$ cat config.mk
export PLATFORM = sky130hd
export DESIGN_NAME = linear_interp_resampler_top
export DESIGN_NICKNAME = d
export VERILOG_FILES = /design/src/design/lir_pkg.sv /design/src/design/lir_ctrl.sv /design/src/design/lir_datapath.sv /design/src/design/linear_interp_resampler_top.sv
export SDC_FILE = /design/constraint.sdc
export NUM_CORES = 1
export LEC_CHECK = 0
export ABC_CLOCK_PERIOD_IN_PS = 10700
export BUFFER_PORTS_ARGS = -buffer_cell sky130_fd_sc_hd__buf_2
export CAP_MARGIN = 20
export CORE_MARGIN = 1
export CORE_UTILIZATION = 50
export CTS_CLUSTER_DIAMETER = 60
export DETAILED_ROUTE_END_ITERATION = 16
export HOLD_SLACK_MARGIN = 0.12
export PLACE_DENSITY_LB_ADDON = 0.08
export SYNTH_ARGS = -nofsm -noshare
export SYNTH_HDL_FRONTEND = slang
export SYNTH_SLANG_ARGS = --single-unit
$ cat constraint.sdc
create_clock -name clk -period 10.7 [get_ports clk]
set_clock_uncertainty 0.1 [all_clocks]
set_input_delay 1.07 -clock clk [delete_from_list [all_inputs] [get_ports clk]]
set_output_delay 1.07 -clock clk [all_outputs]
set_load 0.05 [all_outputs]
$ cat src/design/lir_pkg.sv
// Package for the linear interpolation resampler.
// Holds field widths, step limits, controller states and the command/status structs.
// No dependencies.
package lir_pkg;

    localparam int SAMPLE_W = 16;
    localparam int STEP_W   = 18;
    localparam int PHASE_W  = 19;
    localparam int FRAC_W   = 16;
    localparam int CNT_W    = 3;

    localparam logic [STEP_W-1:0]  STEP_MIN  = 18'd32768;
    localparam logic [STEP_W-1:0]  STEP_MAX  = 18'd131072;
    localparam logic [STEP_W-1:0]  STEP_RST  = 18'd65536;
    localparam logic [PHASE_W-1:0] PHASE_ONE = 19'h10000;
    localparam logic [CNT_W-1:0]   MAX_OUT   = 3'd4;

    localparam logic signed [SAMPLE_W-1:0] SAMPLE_MAX = 16'sh7FFF;
    localparam logic signed [SAMPLE_W-1:0] SAMPLE_MIN = -16'sh8000;

    typedef enum logic [2:0] {
        ST_IDLE,
        ST_START,
        ST_CHECK_A,
        ST_MUL,
        ST_EMIT_A,
        ST_CHECK_B,
        ST_EMIT_B
    } lir_state_t;

    // controller to datapath
    typedef struct packed {
        logic latch_in;
        logic commit_prev;
        logic ph_sub;
        logic ph_add;
        logic mul_go;
        logic load_a;
        logic load_b;
        logic clear_all;
    } lir_cmd_t;

    // datapath to controller
    typedef struct packed {
        logic have_prev;
        logic last;
        logic phase_lt_one;
        logic n_lt_max;
        logic out_free;
    } lir_status_t;

endpackage

$ cat src/design/lir_ctrl.sv
// Controller state machine for the linear interpolation resampler.
// Sequences interpolation and tail-repeat outputs; depends on lir_pkg.
module lir_ctrl
    import lir_pkg::*;
(
    input  logic        clk,
    input  logic        rst_n,
    input  logic        in_valid,
    output logic        in_ready,
    input  lir_status_t status,
    output lir_cmd_t    cmd
);

    lir_state_t state_reg;
    lir_state_t state_next;
    logic       more;

    // another output due in the current loop
    assign more = status.phase_lt_one && status.n_lt_max;

    // state register
    always_ff @(posedge clk or negedge rst_n)
    begin
        if (!rst_n)
        begin
            state_reg <= ST_IDLE;
        end
        else
        begin
            state_reg <= state_next;
        end
    end

    // next state
    always_comb
    begin
        state_next = state_reg;
        unique case (state_reg)
            ST_IDLE:
            begin
                if (in_valid)
                begin
                    state_next = ST_START;
                end
            end
            ST_START:
            begin
                if (status.have_prev)
                begin
                    state_next = ST_CHECK_A;
                end
                else if (status.last)
                begin
                    state_next = ST_CHECK_B;
                end
                else
                begin
                    state_next = ST_IDLE;
                end
            end
            ST_CHECK_A:
            begin
                if (more)
                begin
                    state_next = ST_MUL;
                end
                else if (status.last)
                begin
                    state_next = ST_CHECK_B;
                end
                else
                begin
                    state_next = ST_IDLE;
                end
            end
            ST_MUL:
            begin
                state_next = ST_EMIT_A;
            end
            ST_EMIT_A:
            begin
                if (status.out_free)
                begin
                    state_next = ST_CHECK_A;
                end
            end
            ST_CHECK_B:
            begin
                if (more)
                begin
                    state_next = ST_EMIT_B;
                end
                else
                begin
                    state_next = ST_IDLE;
                end
            end
            ST_EMIT_B:
            begin
                if (status.out_free)
                begin
                    state_next = ST_CHECK_B;
                end
            end
            default:
            begin
                state_next = ST_IDLE;
            end
        endcase
    end

    // command outputs
    always_comb
    begin
        cmd      = '0;
        in_ready = 1'b0;
        unique case (state_reg)
            ST_IDLE:
            begin
                in_ready     = 1'b1;
                cmd.latch_in = in_valid;
            end
            ST_START:
            begin
                cmd.commit_prev = !status.have_prev && !status.last;
            end
            ST_CHECK_A:
            begin
                if (!more)
                begin
                    cmd.ph_sub      = 1'b1;
                    cmd.commit_prev = !status.last;
                end
            end
            ST_MUL:
            begin
                cmd.mul_go = 1'b1;
            end
            ST_EMIT_A:
            begin
                cmd.load_a = status.out_free;
                cmd.ph_add = status.out_free;
            end
            ST_CHECK_B:
            begin
                cmd.clear_all = !more;
            end
            ST_EMIT_B:
            begin
                cmd.load_b = status.out_free;
                cmd.ph_add = status.out_free;
            end
            default:
            begin
                cmd = '0;
            end
        endcase
    end

    // a new transaction is only taken from idle
    assert property (@(posedge clk) disable iff (!rst_n)
        cmd.latch_in |=> state_reg == ST_START)
        else $error("input latched outside idle hand-off");

    // the emit state always follows the multiply state
    assert property (@(posedge clk) disable iff (!rst_n)
        state_reg == ST_MUL |=> state_reg == ST_EMIT_A)
        else $error("emit did not follow multiply");

    // emit states never load an occupied output register
    assert property (@(posedge clk) disable iff (!rst_n)
        (cmd.load_a || cmd.load_b) |-> status.out_free)
        else $error("output load while output register busy");

endmodule

$ cat src/design/lir_datapath.sv
// Datapath for the linear interpolation resampler: step register, phase,
// sample history, multiply, round-half-even, saturation and output register.
// Depends on lir_pkg.
module lir_datapath
    import lir_pkg::*;
(
    input  logic                       clk,
    input  logic                       rst_n,
    input  logic                       pitch_step_we,
    input  logic [STEP_W-1:0]          pitch_step,
    input  logic signed [SAMPLE_W-1:0] sample_in,
    input  logic                       clip_last,
    input  lir_cmd_t                   cmd,
    output lir_status_t                status,
    output logic                       out_valid,
    input  logic                       out_ready,
    output logic signed [SAMPLE_W-1:0] sample_out,
    output logic                       run_end,
    output logic                       clip_end
);

    logic [STEP_W-1:0]          step_cfg_reg;
    logic [STEP_W-1:0]          step_sat;
    logic [STEP_W-1:0]          step_reg;
    logic signed [SAMPLE_W-1:0] cur_reg;
    logic                       last_reg;
    logic signed [SAMPLE_W-1:0] prev_reg;
    logic                       have_prev_reg;
    logic [PHASE_W-1:0]         phase_reg;
    logic [CNT_W-1:0]           n_reg;
    logic signed [33:0]         prod_reg;

    logic                       out_valid_reg;
    logic signed [SAMPLE_W-1:0] out_sample_reg;
    logic                       out_run_end_reg;
    logic                       out_clip_end_reg;

    logic [PHASE_W:0]           ph_sum_wide;
    logic [PHASE_W-1:0]         ph_add_val;
    logic [PHASE_W-1:0]         ph_sub_val;
    logic [PHASE_W-1:0]         ph_add_sub;
    logic                       n_lt_last;
    logic                       more_a;
    logic                       more_b_after_a;
    logic                       more_b;

    logic signed [16:0]         diff;
    logic signed [16:0]         frac_s;
    logic signed [34:0]         num;
    logic signed [18:0]         q;
    logic [15:0]                rem;
    logic                       round_up;
    logic signed [19:0]         q_rnd;
    logic signed [SAMPLE_W-1:0] interp_val;

    // configuration register and clamp of the step
    always_ff @(posedge clk or negedge rst_n)
    begin
        if (!rst_n)
        begin
            step_cfg_reg <= STEP_RST;
        end
        else if (pitch_step_we)
        begin
            step_cfg_reg <= pitch_step;
        end
    end

    always_comb
    begin
        priority if (step_cfg_reg < STEP_MIN)
        begin
            step_sat = STEP_MIN;
        end
        else if (step_cfg_reg > STEP_MAX)
        begin
            step_sat = STEP_MAX;
        end
        else
        begin
            step_sat = step_cfg_reg;
        end
    end

    // captured transaction
    always_ff @(posedge clk)
    begin
        if (cmd.latch_in)
        begin
            cur_reg  <= sample_in;
            last_reg <= clip_last;
            step_reg <= step_sat;
        end
    end

    // phase arithmetic and lookahead for the run and clip end flags
    assign ph_sum_wide    = {1'b0, phase_reg} + {2'b00, step_reg};
    assign ph_add_val     = ph_sum_wide[PHASE_W-1:0];
    assign ph_sub_val     = phase_reg - PHASE_ONE;
    assign ph_add_sub     = ph_add_val - PHASE_ONE;
    assign n_lt_last      = n_reg < (MAX_OUT - 3'd1);
    assign more_a         = (ph_add_val[PHASE_W-1:FRAC_W] == '0) && n_lt_last;
    assign more_b_after_a = last_reg && (ph_add_sub[PHASE_W-1:FRAC_W] == '0) && n_lt_last;
    assign more_b         = more_a;

    // history, phase and output count
    always_ff @(posedge clk or negedge rst_n)
    begin
        if (!rst_n)
        begin
            prev_reg      <= '0;
            have_prev_reg <= 1'b0;
            phase_reg     <= '0;
            n_reg         <= '0;
        end
        else
        begin
            if (cmd.clear_all)
            begin
                prev_reg      <= '0;
                have_prev_reg <= 1'b0;
            end
            else if (cmd.commit_prev)
            begin
                prev_reg      <= cur_reg;
                have_prev_reg <= 1'b1;
            end

            priority if (cmd.clear_all)
            begin
                phase_reg <= '0;
            end
            else if (cmd.ph_sub)
            begin
                phase_reg <= ph_sub_val;
            end
            else if (cmd.ph_add)
            begin
                phase_reg <= ph_add_val;
            end

            priority if (cmd.latch_in)
            begin
                n_reg <= '0;
            end
            else if (cmd.load_a || cmd.load_b)
            begin
                n_reg <= n_reg + 3'd1;
            end
        end
    end

    // fraction times difference, registered
    assign diff   = 17'(cur_reg) - 17'(prev_reg);
    assign frac_s = $signed({1'b0, phase_reg[FRAC_W-1:0]});

    always_ff @(posedge clk)
    begin
        if (cmd.mul_go)
        begin
            prod_reg <= 34'(diff) * 34'(frac_s);
        end
    end

    // add base, round half to even, saturate
    assign num      = $signed({{3{prev_reg[SAMPLE_W-1]}}, prev_reg, 16'h0000})
                    + 35'(prod_reg);
    assign q        = num[34:16];
    assign rem      = num[15:0];
    assign round_up = (rem > 16'h8000) || ((rem == 16'h8000) && q[0]);
    assign q_rnd    = 20'(q) + $signed({19'd0, round_up});

    always_comb
    begin
        priority if (q_rnd > 20'(SAMPLE_MAX))
        begin
            interp_val = SAMPLE_MAX;
        end
        else if (q_rnd < 20'(SAMPLE_MIN))
        begin
            interp_val = SAMPLE_MIN;
        end
        else
        begin
            interp_val = q_rnd[SAMPLE_W-1:0];
        end
    end

    // output register valid
    always_ff @(posedge clk or negedge rst_n)
    begin
        if (!rst_n)
        begin
            out_valid_reg <= 1'b0;
        end
        else if (cmd.load_a || cmd.load_b)
        begin
            out_valid_reg <= 1'b1;
        end
        else if (out_ready)
        begin
            out_valid_reg <= 1'b0;
        end
    end

    // output register payload
    always_ff @(posedge clk)
    begin
        if (cmd.load_a)
        begin
            out_sample_reg   <= interp_val;
            out_run_end_reg  <= !more_a && !more_b_after_a;
            out_clip_end_reg <= last_reg && !more_a && !more_b_after_a;
        end
        else if (cmd.load_b)
        begin
            out_sample_reg   <= cur_reg;
            out_run_end_reg  <= !more_b;
            out_clip_end_reg <= !more_b;
        end
    end

    assign out_valid  = out_valid_reg;
    assign sample_out = out_sample_reg;
    assign run_end    = out_run_end_reg;
    assign clip_end   = out_clip_end_reg;

    assign status.have_prev    = have_prev_reg;
    assign status.last         = last_reg;
    assign status.phase_lt_one = phase_reg[PHASE_W-1:FRAC_W] == '0;
    assign status.n_lt_max     = n_reg < MAX_OUT;
    assign status.out_free     = !out_valid_reg || out_ready;

    // never more than four outputs per transaction
    assert property (@(posedge clk) disable iff (!rst_n)
        n_reg <= MAX_OUT)
        else $error("output count beyond four");

    // the clip end marks the last result of its transaction
    assert property (@(posedge clk) disable iff (!rst_n)
        out_valid_reg && out_clip_end_reg |-> out_run_end_reg)
        else $error("clip end without run end");

    // a load always presents a result in the next cycle
    assert property (@(posedge clk) disable iff (!rst_n)
        (cmd.load_a || cmd.load_b) |=> out_valid_reg)
        else $error("loaded result not presented");

endmodule

$ cat src/design/linear_interp_resampler_top.sv
// Each result comes from a check / multiply / emit loop around the single
// multiplier (tail repeats skip the multiply); a new input is accepted only
// when the controller is back in idle, after all outputs of the previous one
// are loaded, and output stalls hold the loop.
// Reset: rst_n asynchronous active low; clears history, phase and the output
// valid, and returns pitch_step to 65536. No clearing pass.
module linear_interp_resampler_top
    import lir_pkg::*;
(
    input  logic                       clk,
    input  logic                       rst_n,
    input  logic                       pitch_step_we,
    input  logic [STEP_W-1:0]          pitch_step,
    input  logic                       in_valid,
    output logic                       in_ready,
    input  logic signed [SAMPLE_W-1:0] sample_in,
    input  logic                       clip_last,
    output logic                       out_valid,
    input  logic                       out_ready,
    output logic signed [SAMPLE_W-1:0] sample_out,
    output logic                       run_end,
    output logic                       clip_end
);

    lir_cmd_t    cmd;
    lir_status_t status;

    // sequencer
    lir_ctrl u_ctrl (
        .clk      (clk),
        .rst_n    (rst_n),
        .in_valid (in_valid),
        .in_ready (in_ready),
        .status   (status),
        .cmd      (cmd)
    );

    // arithmetic and storage
    lir_datapath u_datapath (
        .clk           (clk),
        .rst_n         (rst_n),
        .pitch_step_we (pitch_step_we),
        .pitch_step    (pitch_step),
        .sample_in     (sample_in),
        .clip_last     (clip_last),
        .cmd           (cmd),
        .status        (status),
        .out_valid     (out_valid),
        .out_ready     (out_ready),
        .sample_out    (sample_out),
        .run_end       (run_end),
        .clip_end      (clip_end)
    );

endmodule

==> reports/qor.txt, run 1 <==
core box area: 39100 um^2
async set-reset flop share out of synthesis: 0.412
EDFF count, synth: 87
fill cell count: 3612
Final Hold Fails: 0
CP max FO: 26
Via density: 5.38
grt ovf: 0
final setup fails: 0
Max Cap Viol: 0
Data arrival, critical path: 9.43 ns
min cycle time layout: 9.35 ns
TritonCTS Buffers: 17
# IOs: 60
type of origin of the critical path: flip-flop
outcome: finished, final reports clean
#FFs+latches synth: 148
Main synth FF type: edfxtp_1
Synth Cell Area: 20000 um^2
Post-DP HPWL: 36900 um
width of the die: 202 um
final period utilization: 0.873
Seq/Total Area, Yosys: 0.207
largest net degree at the start of global routing: 62
Worst-Skew Late Latency: 0.43 ns
Critical Path RT: 10.78 ns
PostCTS Resize Cnt: 0
Crit. End Element: flip-flop
Post-Syn Area per Cell: 9.19 um^2
Max clock buf depth: 2
port bufs: 59
hold slack: 0.401 ns
die area: 40800 um^2
# rows: 72
synthesis-to-layout area growth: 7.18%
busiest metal layer after global routing: met2
gp weighted congestion: 0.877
# nets final: 2648
CTS Root Cell: clkbuf_16
Setup Fix Bufs, Post-CTS: 0
Worst-Margin Slew: 1.15 ns
Syn. warnings: 0
routed vias: 14600
Clk pin slew, worst setup/hold paths: 0.07 ns
met1 usage: 0.317
Initial Util: 0.512
Hold-fix buffers, CTS: 0
CP dominant cell by count: fa_1
router iterations before antenna repair: 5
H-tree Lvls: 4
initial antenna violation count: 2
syn_nets: 2637
Cells after Synth: 2177
layout cells sized above 1: 0.0872
Total Routing Usage GR: 0.247
vias in the first global route: 15600
Slew HR: 0.231
Starting DRT DRC Count: 960
critical setup path kind: flip-flop to flip-flop
CP max stage delay: 0.70 ns
first-pass GRT wire length: 79500 um
CTS tree: done
M2 GR Usage: 0.438
detailed-route DRC error count: 0
clock sink count: 148
die height: 202 um
max FFs per register: 34
final WL: 47000 um
FMAX: 0.107 GHz
Worst Hold Class: flip-flop to flip-flop
CP max-delay cell: a211oi_2
DRT antenna net count: 0
RSZ-0062 raised after global routing: no
Yosys cell types: 80
TNS Setup: 0 ns
Routed WL per cell: 17.3 um
Slew Limit Fails: 0
GR Util met3: 0.0271
[critical path, delay by kind of cell (launching register included)]
| kind | cells | cell delay [ns] |
|---|---|---|
| xor gates and xnor gates | 1 | 0.11 |
| and+or+nand+nor | 5 | 0.99 |
| AOI/OAI and AO/OA | 13 | 3.35 |
| buffers and inverters | 6 | 0.55 |
| adders and majority gates | 8 | 3.54 |
| DFF | 1 | 0.42 |
[worst paths after layout]
kind	slack (ns)	end	start	depth (start not counted)
max	1.35	u_datapath.prod_reg[33]	u_datapath.prev_reg[1]	33
min	0.40	u_datapath.prev_reg[0]	u_datapath.cur_reg[0]	2
max reg2reg	1.35	u_datapath.prod_reg[33]	u_datapath.prev_reg[1]	33
min reg2reg	0.40	u_datapath.prev_reg[0]	u_datapath.cur_reg[0]	2
max in group asynchronous	9.23	u_datapath.prev_reg[5]	rst_n	2
min in group asynchronous	0.72	u_datapath.step_cfg_reg[1]	rst_n	2
[metal layers]
| layer | vias to the layer above | part of all wire | wire (um) |
|---|---|---|---|
| li1 | 6983 | - | - |
| met3 | 57 | 0.030 | 1390 |
| met4 | 0 | 0.022 | 1030 |
| met1 | 7359 | 0.44 | 20800 |
| met5 | - | 0 | 0 |
| met2 | 247 | 0.51 | 23800 |
[cell families (layout without fill, tap and decap cells)]
kind of cell | after synthesis | after routing | share of synthesized area
other cells | 0 | 1 | 0
buf+inv | 497 | 521 | 0.0948
mux | 28 | 28 | 0.0151
xor+xnor | 84 | 84 | 0.0371
compound gates | 317 | 317 | 0.107
fa+ha+maj | 426 | 426 | 0.369
flops | 148 | 148 | 0.207
simple gates | 677 | 677 | 0.170
[synth_stat cells, types with 4 or more instances]
cell type	count	area [um^2]
dfrtp_1	60	1500
nor2b_1	55	344
fa_1	276	5530
or2_2	8	50.1
mux2_2	17	191
nand3_1	62	310
nand2_1	253	950
nor4_1	7	43.8
maj3_1	6	60.1
a211oi_1	7	52.6
nor3_1	18	90.1
and3_1	12	75.1
nand2b_1	15	93.8
nand4_1	6	37.5
a31oi_1	12	75.1
ha_1	144	1800
o21bai_1	7	52.6
and4_1	7	61.3
inv_1	396	1490
a21oi_1	65	325
or3_1	10	62.6
edfxtp_1	87	2610
buf_1	4	15.0
o2111ai_1	6	52.6
o211a_1	11	110
nor2_1	76	285
a21boi_0	5	37.5
nor3b_1	5	37.5
xnor2_1	61	534
o21a_1	10	75.1
xor2_1	22	193
a211o_1	11	96.3
mux2i_1	11	110
buf_2	8	40.0
a31o_2	4	35.0
and2_1	127	795
o31ai_1	6	45.0
o21ai_0	90	450
clkbuf_1	84	315
a21o_1	29	218
a22oi_1	4	30.0
a21oi_2	11	96.3
o21ai_2	8	70.1
o211ai_1	6	45.0
[area by class of cell]
type	count	area, um^2	area share
Antenna cell	1	2.50	0.000117
Multi-Input combinational cell	1532	14000	0.654
Clock buffer	19	433	0.0202
Tap cell	518	648	0.0302
Timing Repair Buffer	91	536	0.0250
Inverter	398	1490	0.0696
Sequential cell	148	4140	0.193
Clock inverter	13	173	0.00805
[layout by cell type (no fill, tap or decap), types with 60 or more instances in the layout]
| master | instances |
|---|---|
| ha_1 | 144 |
| nand3_1 | 62 |
| edfxtp_1 | 87 |
| nand2_1 | 253 |
| fa_1 | 276 |
| dfrtp_1 | 60 |
| a21oi_1 | 65 |
| inv_1 | 396 |
| nor2_1 | 76 |
| o21ai_0 | 90 |
| and2_1 | 126 |
[per-stage QoR]
stage                     utilization  worst slack, ns  cells  instance area, um^2
after CTS                       0.548             1.42   2718                21400
after global routing            0.549            0.857   2719                21400
after floorplan                     -             2.39   2177                20000
final                           0.549             1.35   2720                21500
after global placement          0.533             1.65   2686                20800
after detailed placement        0.533             1.46   2686                20800
Power of run 1 is left out: the tool's default activity adds up to more than one toggle a clock period on the data nets, which glitch-free logic cannot reach.
==> inputs of run 2 (changes only) <==
- CORE_MARGIN: 1 -> 5
- CORE_UTILIZATION: 50 -> 45
==> run 2 against run 1 <==
First-iteration DRC count shrank 33%. Sequential share of layout area shrank 0.081 points. Register-to-register slack gained 0.09 ns. Routed wire length grew 2.3%. Largest cell class unchanged.
==> reports/qor.txt, run 2 (same netlist as run 1, synthesis figures left out) <==
Worst-Margin Slew: 1.04 ns (was 1.15 ns)
Clk pin slew, worst setup/hold paths: 0.06 ns (was 0.07 ns)
final period utilization: 0.865 (was 0.873)
outcome: finished, final reports clean (unchanged)
largest net degree at the start of global routing: 62 (unchanged)
Post-DP Area: 20900 um^2 (was 20800 um^2)
router iterations before antenna repair: 7 (was 5)
CP dominant cell by count: fa_1 (unchanged)
PostCTS Resize Cnt: 0 (unchanged)
# nets final: 2649 (was 2648)
initial antenna violation count: 1 (was 2)
Setup Fix Bufs, Post-CTS: 0 (unchanged)
Initial Util: 0.454 (was 0.512)
TritonCTS Buffers: 17 (unchanged)
first-pass GRT wire length: 81200 um (was 79500 um)
Starting DRT DRC Count: 644 (was 960)
Worst-Skew Late Latency: 0.45 ns (was 0.43 ns)
die area: 48800 um^2 (was 40800 um^2)
Final Hold Fails: 0 (unchanged)
type of origin of the critical path: flip-flop (unchanged)
Max Cap Viol: 0 (unchanged)
DRT antenna net count: 0 (unchanged)
width of the die: 221 um (was 202 um)
Slew HR: 0.306 (was 0.231)
Critical Path RT: 10.79 ns (was 10.78 ns)
CTS Root Cell: clkbuf_16 (unchanged)
port bufs: 59 (unchanged)
die height: 221 um (was 202 um)
detailed-route DRC error count: 0 (unchanged)
Multi-input gate area: 14000 um^2 (unchanged)
CP max-delay cell: fa_1 (was a211oi_2)
Crit. End Element: flip-flop (unchanged)
Via density: 5.21 (was 5.38)
final setup fails: 0 (unchanged)
critical setup path kind: flip-flop to flip-flop (unchanged)
Data arrival, critical path: 9.35 ns (was 9.43 ns)
synthesis-to-layout area growth: 7.63% (was 7.18%)
max FFs per register: 34 (unchanged)
gp weighted congestion: 0.861 (was 0.877)
fill cell count: 4292 (was 3612)
FMAX: 0.108 GHz (was 0.107 GHz)
Post-DP HPWL: 38100 um (was 36900 um)
final instance area: 21500 um^2 (about the same)
min cycle time layout: 9.26 ns (was 9.35 ns)
clock sink count: 148 (unchanged)
CP max FO: 20 (was 26)
core box area: 44100 um^2 (was 39100 um^2)
Routed WL per cell: 17.2 um (was 17.3 um)
# rows: 77 (was 72)
vias in the first global route: 15400 (was 15600)
most common cell after layout, fill and taps aside: inv_1 (unchanged)
Worst Hold Class: flip-flop to flip-flop (unchanged)
grt ovf: 0 (unchanged)
final WL: 48000 um (was 47000 um)
ant diodes: 0 (was 1)
TNS Setup: 0 ns (unchanged)
layout cells sized above 1: 0.0872 (about the same)
RSZ-0062 raised after global routing: no (unchanged)
routed vias: 14600 (about the same)
most frequent cells in the layout: inv_1 (396), fa_1 (276), nand2_1 (253) (unchanged)
CP max stage delay: 0.77 ns (was 0.70 ns)
Total Routing Usage GR: 0.203 (was 0.247)
Slew Limit Fails: 0 (unchanged)
CTS tree: done (unchanged)
Register Area: 4140 um^2 (unchanged)
H-tree Lvls: 4 (unchanged)
# IOs: 60 (unchanged)
Max clock buf depth: 2 (unchanged)
Hold-fix buffers, CTS: 0 (unchanged)
run 2: per-stage QoR:
stage                     instances  utilization  setup slack (ns)  hold WS (ns)
after floorplan                2177            -              2.39         0.352
after global placement         2760        0.474              1.61         0.375
after detailed placement       2761        0.474              1.47         0.381
after CTS                      2793        0.488              1.43         0.390
after global routing           2794        0.488             0.811         0.428
final                          2794        0.488              1.44         0.384
run 2: path summary, 6_finish.rpt:
path / start / to / slack [ns] / cells past startpoint
max: u_datapath.prev_reg[0] / u_datapath.prod_reg[33] / 1.44 / 31
min: u_datapath.cur_reg[0] / u_datapath.prev_reg[0] / 0.38 / 2
min in group asynchronous: rst_n / u_datapath.step_cfg_reg[6] / 0.70 / 2
max reg2reg: u_datapath.prev_reg[0] / u_datapath.prod_reg[33] / 1.44 / 31
min reg2reg: u_datapath.cur_reg[0] / u_datapath.prev_reg[0] / 0.38 / 2
max in group asynchronous: rst_n / u_datapath.prev_reg[4] / 9.24 / 2
run 2: critical path, delay by kind of cell, from the launching register on:
kind,cells,cell delay [ns]
adders and majority gates,9,4.35
AOI/OAI and AO/OA,15,3.24
and+or+nand+nor,4,0.67
DFF,1,0.40
xor gates and xnor gates,1,0.12
buffers and inverters,2,0.10
run 2: cell type report:
cell class / count / area share
clock buffer: 25 / 0.0250
clock inverter: 7 / 0.00256
inverter: 398 / 0.0694
multi-input combinational: 1532 / 0.651
sequential: 148 / 0.192
tap: 592 / 0.0344
timing repair buffer: 92 / 0.0254
run 2: metal layers:
layer,part of all wire,global-route usage,vias to the layer above
met5,0,0,-
met4,0.013,0.0406,0
met3,0.025,0.0244,36
met2,0.51,0.364,194
met1,0.45,0.269,7337
li1,-,-,6990
Power of run 2 is left out for the same reason.
==> inputs of run 3 (changes only) <==
- CORE_MARGIN: 5 -> 1.5
- SYNTH_HIERARCHICAL: unset -> 1
==> run 3 against run 2 <==
Cell count up 0.43%. Critical path depth grew 5. Area after synthesis grew 0.83%. Sequential share of layout area decreased by 0.12 points. Core utilization grew 0.21 points. Non-clock buffer count up 2. Via count grew 2.6%. Register-to-register slack got worse by 0.44 ns. Die area decreased by 5.5%. Largest cell class unchanged. Highest routed layer unchanged.
==> reports/qor.txt, run 3 <==
outcome: finished, final reports clean (unchanged)
Critical Path RT: 10.77 ns (was 10.79 ns)
Max clock buf depth: 2 (unchanged)
hold slack: 0.428 ns (was 0.384 ns)
gp weighted congestion: 0.863 (was 0.861)
most frequent cells in the layout: inv_1 (411), fa_1 (276), nand2_1 (204) (was inv_1 (396), fa_1 (276), nand2_1 (253))
most common cell after layout, fill and taps aside: inv_1 (unchanged)
PostCTS Resize Cnt: 0 (unchanged)
router iterations before antenna repair: 5 (was 7)
Crit path max-delay family: adder cells (unchanged)
final WL: 51100 um (was 48000 um)
# rows: 77 (unchanged)
CP dominant cell by count: fa_1 (unchanged)
CP max FO: 16 (was 20)
Worst Hold Class: flip-flop to flip-flop (unchanged)
Seq/Total Area, Yosys: 0.205 (was 0.207)
Starting DRT DRC Count: 939 (was 644)
Worst-Margin Slew: 1.05 ns (was 1.04 ns)
synthesis-to-layout area growth: 7.43% (was 7.63%)
top cells by count, synth: inv_1 (411), fa_1 (276), nand2_1 (204) (was inv_1 (396), fa_1 (276), nand2_1 (253))
routed vias: 14900 (was 14600)
post-layout util: 0.490 (was 0.488)
# IOs: 60 (unchanged)
Syn. warnings: 6 (was 0)
detailed-route DRC error count: 0 (unchanged)
Slew Limit Fails: 0 (unchanged)
FMAX: 0.103 GHz (was 0.108 GHz)
first-pass GRT wire length: 82700 um (was 81200 um)
post-synth top area share: 0.274 (was 0.276)
type of origin of the critical path: flip-flop (unchanged)
Synth Cell Area: 20200 um^2 (was 20000 um^2)
EDFF count, synth: 87 (unchanged)
Hold-fix buffers, CTS: 0 (unchanged)
Synth area leader: fa_1 (unchanged)
core box area: 44200 um^2 (was 44100 um^2)
largest net degree at the start of global routing: 62 (unchanged)
Post-Syn Area per Cell: 9.20 um^2 (was 9.19 um^2)
Cells after Synth: 2193 (was 2177)
TritonCTS Buffers: 17 (unchanged)
vias in the first global route: 15300 (was 15400)
die height: 215 um (was 221 um)
Data arrival, critical path: 9.77 ns (was 9.35 ns)
final period utilization: 0.907 (was 0.865)
Total Routing Usage GR: 0.229 (was 0.203)
Post-DP HPWL: 40600 um (was 38100 um)
die area: 46100 um^2 (was 48800 um^2)
initial antenna violation count: 0 (was 1)
Yosys cell types: 88 (was 80)
Routed WL per cell: 18.2 um (was 17.2 um)
CTS tree: done (unchanged)
Max Cap Viol: 0 (unchanged)
Clk pin slew, worst setup/hold paths: 0.06 ns (about the same)
CP max stage delay: 0.60 ns (was 0.77 ns)
max FFs per register: 34 (unchanged)
Setup Fix Bufs, Post-CTS: 0 (unchanged)
port bufs: 59 (unchanged)
layout cells sized above 1: 0.0854 (was 0.0872)
critical setup path kind: flip-flop to flip-flop (unchanged)
TNS Setup: 0 ns (unchanged)
Initial Util: 0.456 (was 0.454)
RSZ-0062 raised after global routing: no (unchanged)
Worst-Skew Late Latency: 0.44 ns (was 0.45 ns)
Final Hold Fails: 0 (unchanged)
Area contributors post-synth: fa_1 (27%), edfxtp_1 (13%), ha_1 (9.0%) (was fa_1 (28%), edfxtp_1 (13%), ha_1 (9.0%))
width of the die: 215 um (was 221 um)
# nets final: 2662 (was 2649)
top-count cell post-synth: inv_1 (unchanged)
syn_nets: 2654 (was 2637)
CTS Root Cell: clkbuf_16 (unchanged)
DRT antenna net count: 0 (unchanged)
Buf/Inv on CP: 6 (was 2)
CP max-delay cell: nor2_1 (was fa_1)
Main synth FF type: edfxtp_1 (unchanged)
Slew HR: 0.296 (was 0.306)
H-tree Lvls: 4 (unchanged)
grt ovf: 0 (unchanged)
clock sink count: 148 (unchanged)
Via density: 5.32 (was 5.21)
ant diodes: 0 (unchanged)
min cycle time layout: 9.70 ns (was 9.26 ns)
final setup fails: 0 (unchanged)
async set-reset flop share out of synthesis: 0.412 (unchanged)
Crit. End Element: flip-flop (unchanged)
#FFs+latches synth: 148 (unchanged)
## run 3: cell count changes in the layout (fill, tap and decap cells not counted), sizes merged, moves of 11 or more
cell	delta
a21o	-11
a311oi	+13
and2	-12
and3	+26
inv	+18
nand2	-39
nor2	+45
nor2b	-24
nor3	+25
o21ai	-58
o311ai	+18
xor2	-11
## run 3: per-layer routing
layer  vias to the layer above  share of wire  track usage  routed length, um
li1                       7096              -            -                  -
met3                        59          0.041       0.0324               2110
met4                         0          0.019       0.0568                966
met1                      7508           0.46        0.321              23700
met2                       267           0.48        0.375              24300
met5                         -              0            0                  0
## run 3: cells by family after synthesis
logic type	count (synthesis)	share of synthesized area
AND/OR/NAND/NOR	696	0.172
buffers and inverters	517	0.0986
adder cells (fa/ha/maj)	423	0.365
AO/OA/AOI/OAI	289	0.103
flip-flops	148	0.205
XOR/XNOR	82	0.0356
multiplexers	38	0.0201
## run 3: worst paths after layout
path | start | endpoint | slack [ns] | cells after the start
setup / recovery | u_datapath/prev_reg[1] | u_datapath/prod_reg[33] | 1.0 | 36
hold / removal | u_datapath/step_cfg_reg[14] | u_datapath/step_cfg_reg[14] | 0.43 | 1
setup reg to reg | u_datapath/prev_reg[1] | u_datapath/prod_reg[33] | 1.0 | 36
hold reg to reg | u_datapath/step_cfg_reg[14] | u_datapath/step_cfg_reg[14] | 0.43 | 1
max in group asynchronous | rst_n | u_datapath/prev_reg[2] | 9.20 | 2
min in group asynchronous | rst_n | u_datapath/step_cfg_reg[8] | 0.71 | 2
## run 3: final cells by class
cell class              count  area [um^2]
clock buffers              19          433
clock inverters            13          173
fillers                  4209        22500
inverters                 412         1550
multi-input cells        1528        14100
flip-flops and latches    148         4140
well taps                 592          741
repair buffers             94          558
## run 3: stage by stage
stage,setup slack [ns],cells,instance area [um^2]
after floorplan,1.92,2193,20200
after global placement,1.30,2774,21100
after detailed placement,1.09,2774,21100
after CTS,1.04,2806,21700
after global routing,0.218,2806,21700
final,0.999,2806,21700
## run 3: worst register-to-register path: cells and delay by family (launching register included)
family,cells,cell delay (ns)
and+or+nand+nor,8,1.93
adders and majority gates,8,3.59
AOI/OAI and AO/OA,13,2.58
xor gates and xnor gates,1,0.12
buffers and inverters,6,0.68
DFF,1,0.43
Power of run 3 is left out for the same reason.
